### config.mk
export PLATFORM = sky130hd
export DESIGN_NAME = attr_value_text_encoder
export DESIGN_NICKNAME = d
export VERILOG_FILES = /design/src/design/ave_pkg.sv /design/src/design/ave_cfg.sv /design/src/design/ave_expand.sv /design/src/design/ave_serial.sv /design/src/design/attr_value_text_encoder.sv
export SDC_FILE = /design/constraint.sdc
export NUM_CORES = 1
export LEC_CHECK = 0
export ABC_AREA = 1
export BUFFER_PORTS_ARGS = -buffer_cell sky130_fd_sc_hd__buf_2
export CAP_MARGIN = 0
export CORE_ASPECT_RATIO = 0.75
export CORE_MARGIN = 2
export CORE_UTILIZATION = 51
export DETAILED_ROUTE_END_ITERATION = 6
export PLACE_DENSITY = 0.7
export SLEW_MARGIN = 10
export SYNTH_ARGS = -nofsm -noshare
export SYNTH_HDL_FRONTEND = slang
export SYNTH_SLANG_ARGS = --single-unit
### constraint.sdc
create_clock -name clk_i -period 7.5 [get_ports clk_i]
set_clock_uncertainty 0.05 [all_clocks]
set_input_delay 1.125 -clock clk_i [delete_from_list [all_inputs] [get_ports clk_i]]
set_output_delay 1.125 -clock clk_i [all_outputs]
set_load 0.02 [all_outputs]
### src/design/ave_pkg.sv
// Shared types, constants and character helpers for the attribute value text encoder.
// Used by ave_cfg, ave_expand, ave_serial and attr_value_text_encoder.
package ave_pkg;

  // Most characters that one input item can give rise to.
  localparam int unsigned MaxChars = 6;

  // Encoding mode codes; the fourth code behaves as quoted text.
  localparam logic [1:0] ModeText = 2'd0;
  localparam logic [1:0] ModeHex  = 2'd1;
  localparam logic [1:0] ModeB64  = 2'd2;

  // Register byte addresses.
  localparam logic [1:0] AddrMode = 2'd0;

  // Framing and escape characters.
  localparam logic [7:0] ChQuote  = 8'h22;
  localparam logic [7:0] ChBslash = 8'h5C;
  localparam logic [7:0] ChZero   = 8'h30;
  localparam logic [7:0] ChX      = 8'h78;
  localparam logic [7:0] ChS      = 8'h73;
  localparam logic [7:0] ChPad    = 8'h3D;
  localparam logic [7:0] ChLowA   = 8'h61;
  localparam logic [7:0] ChUpA    = 8'h41;
  localparam logic [7:0] ChPlus   = 8'h2B;
  localparam logic [7:0] ChSlash  = 8'h2F;
  localparam logic [7:0] PrintLo  = 8'h20;
  localparam logic [7:0] PrintHi  = 8'h7E;

  typedef logic [7:0] char_t;

  // Characters produced for one item, first character in entry 0.
  typedef struct packed {
    char_t [MaxChars-1:0] chars;
    logic [2:0]           count;
    logic                 last;
  } ave_list_t;

  // Encoder state carried from one item to the next.
  typedef struct packed {
    logic        started;
    logic [15:0] group_bytes;
    logic [1:0]  group_count;
  } ave_state_t;

  // One lowercase hexadecimal digit.
  function automatic char_t hex_char(input logic [3:0] v);
    char_t c;
    if (v < 4'd10) begin
      c = ChZero + {4'b0, v};
    end else begin
      c = ChLowA + {4'b0, v} - 8'd10;
    end
    return c;
  endfunction

  // One character of the standard base64 alphabet.
  function automatic char_t b64_char(input logic [5:0] v);
    char_t c;
    if (v < 6'd26) begin
      c = ChUpA + {2'b0, v};
    end else if (v < 6'd52) begin
      c = ChLowA + {2'b0, v} - 8'd26;
    end else if (v < 6'd62) begin
      c = ChZero + {2'b0, v} - 8'd52;
    end else if (v == 6'd62) begin
      c = ChPlus;
    end else begin
      c = ChSlash;
    end
    return c;
  endfunction

endpackage

### src/design/ave_cfg.sv
// APB-style register port holding the encoding mode.
// Depends on ave_pkg for the register address.
module ave_cfg (
  input  logic        clk_i,
  input  logic        rst_ni,
  input  logic        psel_i,
  input  logic        penable_i,
  input  logic        pwrite_i,
  input  logic [1:0]  paddr_i,
  input  logic [31:0] pwdata_i,
  output logic [31:0] prdata_o,
  output logic        pready_o,
  output logic [1:0]  mode_o
);
  import ave_pkg::*;

  logic [1:0] mode_q, mode_d;
  logic       wr_en;

  // A write lands in the access phase; the port never stalls.
  assign pready_o = 1'b1;
  assign wr_en    = psel_i && penable_i && pwrite_i && (paddr_i == AddrMode);

  always_comb begin
    mode_d = mode_q;
    if (wr_en) begin
      mode_d = pwdata_i[1:0];
    end
  end

  always_ff @(posedge clk_i or negedge rst_ni) begin
    if (!rst_ni) begin
      mode_q <= ModeText;
    end else begin
      mode_q <= mode_d;
    end
  end

  // Read back the mode; other addresses read as zero.
  assign prdata_o = (paddr_i == AddrMode) ? {30'b0, mode_q} : 32'b0;
  assign mode_o   = mode_q;

endmodule

### src/design/ave_expand.sv
// Expands one input byte into its list of text characters and keeps the encoder state.
// Depends on ave_pkg for the list and state types and the alphabet helpers.
module ave_expand (
  input  logic                clk_i,
  input  logic                rst_ni,
  input  logic                accept_i,
  input  logic [1:0]          mode_i,
  input  logic [7:0]          data_byte_i,
  input  logic                is_last_i,
  input  logic                empty_value_i,
  output ave_pkg::ave_list_t  list_o
);
  import ave_pkg::*;

  ave_state_t state_q, state_d;

  always_comb begin
    char_t       chars [8];
    logic [2:0]  n;
    logic [15:0] gb;
    logic [1:0]  gc;
    logic        full;
    logic        do_quad;
    logic [23:0] word;
    logic [1:0]  have;

    for (int i = 0; i < 8; i++) begin
      chars[i] = ChZero;
    end
    n       = 3'd0;
    gb      = state_q.group_bytes;
    gc      = state_q.group_count;
    full    = 1'b0;
    do_quad = 1'b0;
    word    = 24'b0;
    have    = 2'd0;

    case (mode_i)
      ModeHex: begin
        if (!state_q.started) begin
          chars[n] = ChZero; n = n + 3'd1;
          chars[n] = ChX;    n = n + 3'd1;
        end
        if (!empty_value_i) begin
          chars[n] = hex_char(data_byte_i[7:4]); n = n + 3'd1;
          chars[n] = hex_char(data_byte_i[3:0]); n = n + 3'd1;
        end
      end
      ModeB64: begin
        if (!state_q.started) begin
          chars[n] = ChZero; n = n + 3'd1;
          chars[n] = ChS;    n = n + 3'd1;
        end
        // Collect bytes into the pending group; the third byte completes it.
        if (!empty_value_i) begin
          if (state_q.group_count == 2'd0) begin
            gb = {data_byte_i, 8'h00};
            gc = 2'd1;
          end else if (state_q.group_count == 2'd1) begin
            gb = {state_q.group_bytes[15:8], data_byte_i};
            gc = 2'd2;
          end else begin
            full = 1'b1;
            gb   = 16'h0000;
            gc   = 2'd0;
          end
        end
        // A full group and a closing flush never happen for the same item.
        if (full) begin
          do_quad = 1'b1;
          word    = {state_q.group_bytes, data_byte_i};
          have    = 2'd3;
        end else if (is_last_i && (gc != 2'd0)) begin
          do_quad = 1'b1;
          word    = {gb, 8'h00};
          have    = gc;
        end
        if (do_quad) begin
          chars[n] = b64_char(word[23:18]); n = n + 3'd1;
          chars[n] = b64_char(word[17:12]); n = n + 3'd1;
          chars[n] = (have > 2'd1) ? b64_char(word[11:6]) : ChPad; n = n + 3'd1;
          chars[n] = (have > 2'd2) ? b64_char(word[5:0])  : ChPad; n = n + 3'd1;
        end
      end
      default: begin
        // Quoted text with escapes.
        if (!state_q.started) begin
          chars[n] = ChQuote; n = n + 3'd1;
        end
        if (!empty_value_i) begin
          if ((data_byte_i == ChBslash) || (data_byte_i == ChQuote)) begin
            chars[n] = ChBslash;    n = n + 3'd1;
            chars[n] = data_byte_i; n = n + 3'd1;
          end else if ((data_byte_i >= PrintLo) && (data_byte_i <= PrintHi)) begin
            chars[n] = data_byte_i; n = n + 3'd1;
          end else begin
            chars[n] = ChBslash;                             n = n + 3'd1;
            chars[n] = ChZero + {6'b0, data_byte_i[7:6]};    n = n + 3'd1;
            chars[n] = ChZero + {5'b0, data_byte_i[5:3]};    n = n + 3'd1;
            chars[n] = ChZero + {5'b0, data_byte_i[2:0]};    n = n + 3'd1;
          end
        end
        if (is_last_i) begin
          chars[n] = ChQuote; n = n + 3'd1;
        end
      end
    endcase

    for (int i = 0; i < MaxChars; i++) begin
      list_o.chars[i] = chars[i];
    end
    list_o.count = n;
    list_o.last  = is_last_i;

    // Closing a value clears everything, otherwise the prefix is done.
    if (is_last_i) begin
      state_d = '0;
    end else begin
      state_d.started     = 1'b1;
      state_d.group_bytes = gb;
      state_d.group_count = gc;
    end
  end

  always_ff @(posedge clk_i or negedge rst_ni) begin
    if (!rst_ni) begin
      state_q <= '0;
    end else if (accept_i) begin
      state_q <= state_d;
    end
  end

endmodule

### src/design/ave_serial.sv
// Holds one item's character list and hands it out one character per beat.
// Depends on ave_pkg for the list type.
module ave_serial (
  input  logic               clk_i,
  input  logic               rst_ni,
  input  logic               load_i,
  input  ave_pkg::ave_list_t list_i,
  output logic               load_ready_o,
  output logic [7:0]         out_char_o,
  output logic               last_char_o,
  output logic               out_valid_o,
  input  logic               out_ready_i
);
  import ave_pkg::*;

  ave_list_t  list_q;
  logic       lvalid_q;
  logic [2:0] idx_q;
  char_t      ochar_q;
  logic       olast_q;
  logic       ovalid_q;

  logic move;
  logic lend;

  // A character moves into the output register when that register is free.
  assign move         = lvalid_q && (!ovalid_q || out_ready_i);
  assign lend         = (idx_q == (list_q.count - 3'd1));
  assign load_ready_o = !lvalid_q || (move && lend);

  // List stage: an item with no characters leaves nothing behind.
  always_ff @(posedge clk_i or negedge rst_ni) begin
    if (!rst_ni) begin
      lvalid_q <= 1'b0;
      idx_q    <= 3'd0;
    end else if (load_i && (list_i.count != 3'd0)) begin
      lvalid_q <= 1'b1;
      idx_q    <= 3'd0;
    end else if (move && lend) begin
      lvalid_q <= 1'b0;
      idx_q    <= 3'd0;
    end else if (move) begin
      idx_q    <= idx_q + 3'd1;
    end
  end

  always_ff @(posedge clk_i) begin
    if (load_i) begin
      list_q <= list_i;
    end
  end

  // Output register.
  always_ff @(posedge clk_i or negedge rst_ni) begin
    if (!rst_ni) begin
      ovalid_q <= 1'b0;
      ochar_q  <= '0;
      olast_q  <= 1'b0;
    end else if (move) begin
      ovalid_q <= 1'b1;
      ochar_q  <= list_q.chars[idx_q];
      olast_q  <= list_q.last && lend;
    end else if (out_ready_i) begin
      ovalid_q <= 1'b0;
    end
  end

  assign out_char_o  = ochar_q;
  assign last_char_o = olast_q;
  assign out_valid_o = ovalid_q;

endmodule

### src/design/attr_value_text_encoder.sv
// Attribute value text encoder: one raw byte in per beat, one text character out per beat.
// Path: the first character of an item is held in the list register, then in the output register.
// Throughput: an item holds the list stage until its last character moves out (at most six
// characters); items giving no characters go at one per cycle while the list stage is empty.
// Reset clears the mode to quoted text, the encoder state and all valid flags at once.
module attr_value_text_encoder (
  input  logic        clk_i,
  input  logic        rst_ni,
  input  logic [7:0]  data_byte_i,
  input  logic        is_last_i,
  input  logic        empty_value_i,
  input  logic        in_valid_i,
  output logic        in_ready_o,
  output logic [7:0]  out_char_o,
  output logic        last_char_o,
  output logic        out_valid_o,
  input  logic        out_ready_i,
  input  logic        psel_i,
  input  logic        penable_i,
  input  logic        pwrite_i,
  input  logic [1:0]  paddr_i,
  input  logic [31:0] pwdata_i,
  output logic [31:0] prdata_o,
  output logic        pready_o
);
  import ave_pkg::*;

  logic       accept;
  logic [1:0] mode;
  ave_list_t  list;

  assign accept = in_valid_i && in_ready_o;

  ave_cfg u_cfg (
    .clk_i     (clk_i),
    .rst_ni    (rst_ni),
    .psel_i    (psel_i),
    .penable_i (penable_i),
    .pwrite_i  (pwrite_i),
    .paddr_i   (paddr_i),
    .pwdata_i  (pwdata_i),
    .prdata_o  (prdata_o),
    .pready_o  (pready_o),
    .mode_o    (mode)
  );

  ave_expand u_expand (
    .clk_i         (clk_i),
    .rst_ni        (rst_ni),
    .accept_i      (accept),
    .mode_i        (mode),
    .data_byte_i   (data_byte_i),
    .is_last_i     (is_last_i),
    .empty_value_i (empty_value_i),
    .list_o        (list)
  );

  ave_serial u_serial (
    .clk_i        (clk_i),
    .rst_ni       (rst_ni),
    .load_i       (accept),
    .list_i       (list),
    .load_ready_o (in_ready_o),
    .out_char_o   (out_char_o),
    .last_char_o  (last_char_o),
    .out_valid_o  (out_valid_o),
    .out_ready_i  (out_ready_i)
  );

endmodule
==> impl_results.md <==
* Outcome: complete, no violations
* Final #Nets at 1200
* Final Cycle Share at 0.5887
* CP delay by family, top: buffers and inverters
* Fin. max-slew vios at 0
* DRT antenna net count at 0
* Final Critical Period at 4.415 ns
* Initial Util at 0.5290
* TNS Setup at 0 ns
* Antenna violations before repair at 0
* Placed Area at 0.007911 mm2
* Area share of the largest cell type after synthesis at 0.2016
* Number of global-route vias before repair at 6894
* Rows at 38
* Share of cells above drive strength 1 at 0.1084
* Post-CTS setup buffer count at 0
* Buffer depth of the longest clock path at 2
* Worst Setup End Kind: flop
* Final Hold Viols at 0
* Peak supply drop at 0.1346 mV
* MaxCap Viol Count at 0
* FMAX at 226.5 MHz
* Most numerous cell in the Yosys netlist: nand2_1
* CP required at 7.52 ns
* Largest net degree at the start of global routing at 54
* Worst-path fanout max at 26
* #FFs+latches synth at 87
* Critical path class: in2reg
* Post-CTS Hold Buffers at 0
* Initial DRT Pass Iterations at 5
* Clock Power Share at 0.178
* Worst-Skew Late Latency at 0.35 ns
* Hold slack at 0.4301 ns
* Cells after Synth at 1096
* Buffers & Inverters on Critical Path at 6
* Syn avg cell area at 7.069 um2
* Critical Path AT at 4.44 ns
* Design Area, Final at 0.008218 mm2
* Die X at 146.3 um
* Final core occ at 0.5612
* P_leak at 3.740 nW
* Placer Congestion at 1.010
* Crit-path max cell delay at 0.50 ns
* Post-synth EDFFs at 52
* Ys async rst share at 0.4023
* Vias per cell at 5.820
* Total power at 2.679 mW
* HP Class: reg2reg
* Root buffer cell: clkbuf_16
* YS warnings at 0
* IO Port Bufs at 33
* Routed vias at 7659
* Clock sinks at 87
* Drc violations at 0
* Die ar. at 0.01620 mm2
* Synth top cells by count: nand2_1, nor2_1, inv_1
* Slew @ Worst Pin at 0.9885 ns
* Worst-path clk slew at 0.07 ns
* Area contributors post-synth: edfxtp_1, nand2_1, dfrtp_1, ha_1, nand3_1
* Detail Placement HPWL at 19230 um
* Routed wire length at 25180 um
* Seq/Total Area, Yosys at 0.3146
* DR WL/cell at 19.13 um
* Final setup viols at 0
* H-tree levels at 3
* I/O pins at 95
* Relative slew slack at 0.3410
* CTS resizes at 0
* Sequential power share at 0.303
* Gr ovfl total at 0
* Placeable Area at 0.01464 mm2
* ANT cells at 0
* Post-synth top area cell: edfxtp_1
* RSZ-0062 raised after global routing: no
* Sw Share at 0.4905
* PwrDens at 326.0 mW/mm2
* First-pass GRT wire length at 39340 um
* Post-Syn Area at 0.007747 mm2
* CTS Buf Count at 9
* Library cells used by synthesis at 55
* Synthesis-to-finish area growth at 6.072%
* FILL cells at 1456
* Startpoint Class: primary input
* CTS tree: built
* Top_reg_cell synth: edfxtp_1
* Critical Path, Cell by Cell: buf_2, inv_4, nand2_4, inv_2, nand2_1, inv_1, ha_1, inv_1, nor2_1, clkinv_1, o21ai_1, a21oi_1, o31ai_1, nand3_1, nand3_1, nand2_1
* DIE HEIGHT at 110.7 um
* Initial drt markers at 962
* Worst path slowest cell: o31ai_1
* Internal at 1.365 mW
* Tot GR Track Use at 0.3134
* Share of power burned in combinational logic at 0.519
* Psw at 1.314 mW
-- path summary, 6_finish.rpt --
kind,from,end,slack (ns),depth (start not counted)
worst max-delay path,empty_value_i,u_serial.list_q[33],3.08,16
worst min-delay path,u_serial.last_char_o,u_serial.last_char_o,0.43,2
worst max register to register,u_expand.state_q[18],u_serial.idx_q[2],3.59,11
worst min register to register,u_serial.last_char_o,u_serial.last_char_o,0.43,2
max in group asynchronous,rst_ni,u_serial.out_char_o[1],5.88,1
min in group asynchronous,rst_ni,u_expand.state_q[15],0.88,1
-- layout by cell type, fill, tap and decap left out, types with 9 or more instances in the layout --
cell | synthesis | final
nand2_1 | 238 | 238
nor2_1 | 114 | 114
inv_1 | 110 | 109
nand3_1 | 88 | 88
o21ai_0 | 78 | 78
edfxtp_1 | 52 | 52
a21oi_1 | 47 | 47
ha_1 | 38 | 38
dfrtp_1 | 35 | 35
buf_2 | 4 | 33
conb_1 | 2 | 31
o22ai_1 | 24 | 24
o21ai_1 | 23 | 23
inv_2 | 17 | 18
a31oi_1 | 18 | 18
nand4_1 | 17 | 17
xor2_1 | 17 | 17
nor3_1 | 14 | 14
nand2_2 | 13 | 13
o211ai_1 | 11 | 11
o21a_1 | 10 | 10
clkbuf_16 | 0 | 9
-- tightest hold or removal path: stages, from the launching register on --
cell,delay [ns]
dfrtp_1,0.34
nand2_1,0.05
o21ai_0,0.06
-- layout make-up --
cell class | count | area (um2) | area share
multi-input combinational | 842 | 4524 | 0.5505
sequential | 87 | 2437 | 0.2966
inverter | 135 | 511.7 | 0.06227
tap | 200 | 250.2 | 0.03045
clock buffer | 10 | 239.0 | 0.02908
timing repair buffer | 36 | 187.7 | 0.02284
clock inverter | 6 | 67.56 | 0.008222
-- power by group through the flow --
stage / sequential (mW) / combinational (mW) / clock, mW
4_1_cts: 0.809 / 1.36 / 0.478
3_5_place_dp: 0.818 / 1.36 / 0
3_3_place_gp: 0.813 / 1.34 / 0
5_1_grt: 0.832 / 1.54 / 0.495
6_report: 0.812 / 1.39 / 0.476
2_1_floorplan: 0.797 / 1.01 / 0
-- routing by layer --
metal	GRT usage	wire length (um)	up-vias
met2	0.4497	10390	404
met4	0.09903	659	0
li1	-	-	3667
met5	0	0	-
met3	0.06173	2667	47
met1	0.4713	11460	3541
-- metrics by stage --
step	setup slack, ns	std cells
floorplan	3.620	1125
CTS	3.201	1316
global route	2.766	1316
finish	3.085	1316
detailed placement	2.846	1300
global placement	2.873	1300
-- registers in the layout, summed over array words and instances (netlist names) --
register,cells
u_cfg.mode_o,2
u_serial.idx_q,3
u_serial.last_char_o,1
u_serial.out_valid_o,1
u_serial.lvalid_q,1
u_expand.state_q,19
u_serial.out_char_o,8
u_serial.list_q,52
-- logic make-up after synthesis --
family,Yosys count,share of synthesized area
XOR/XNOR,20,0.02261
AND/OR/NAND/NOR,514,0.2973
AO/OA/AOI/OAI,239,0.1877
buffers and inverters,196,0.1155
flip-flops,87,0.3146
adder cells (fa/ha/maj),38,0.06137
other,2,0.0009694
(Power assumes the default switching activity.)
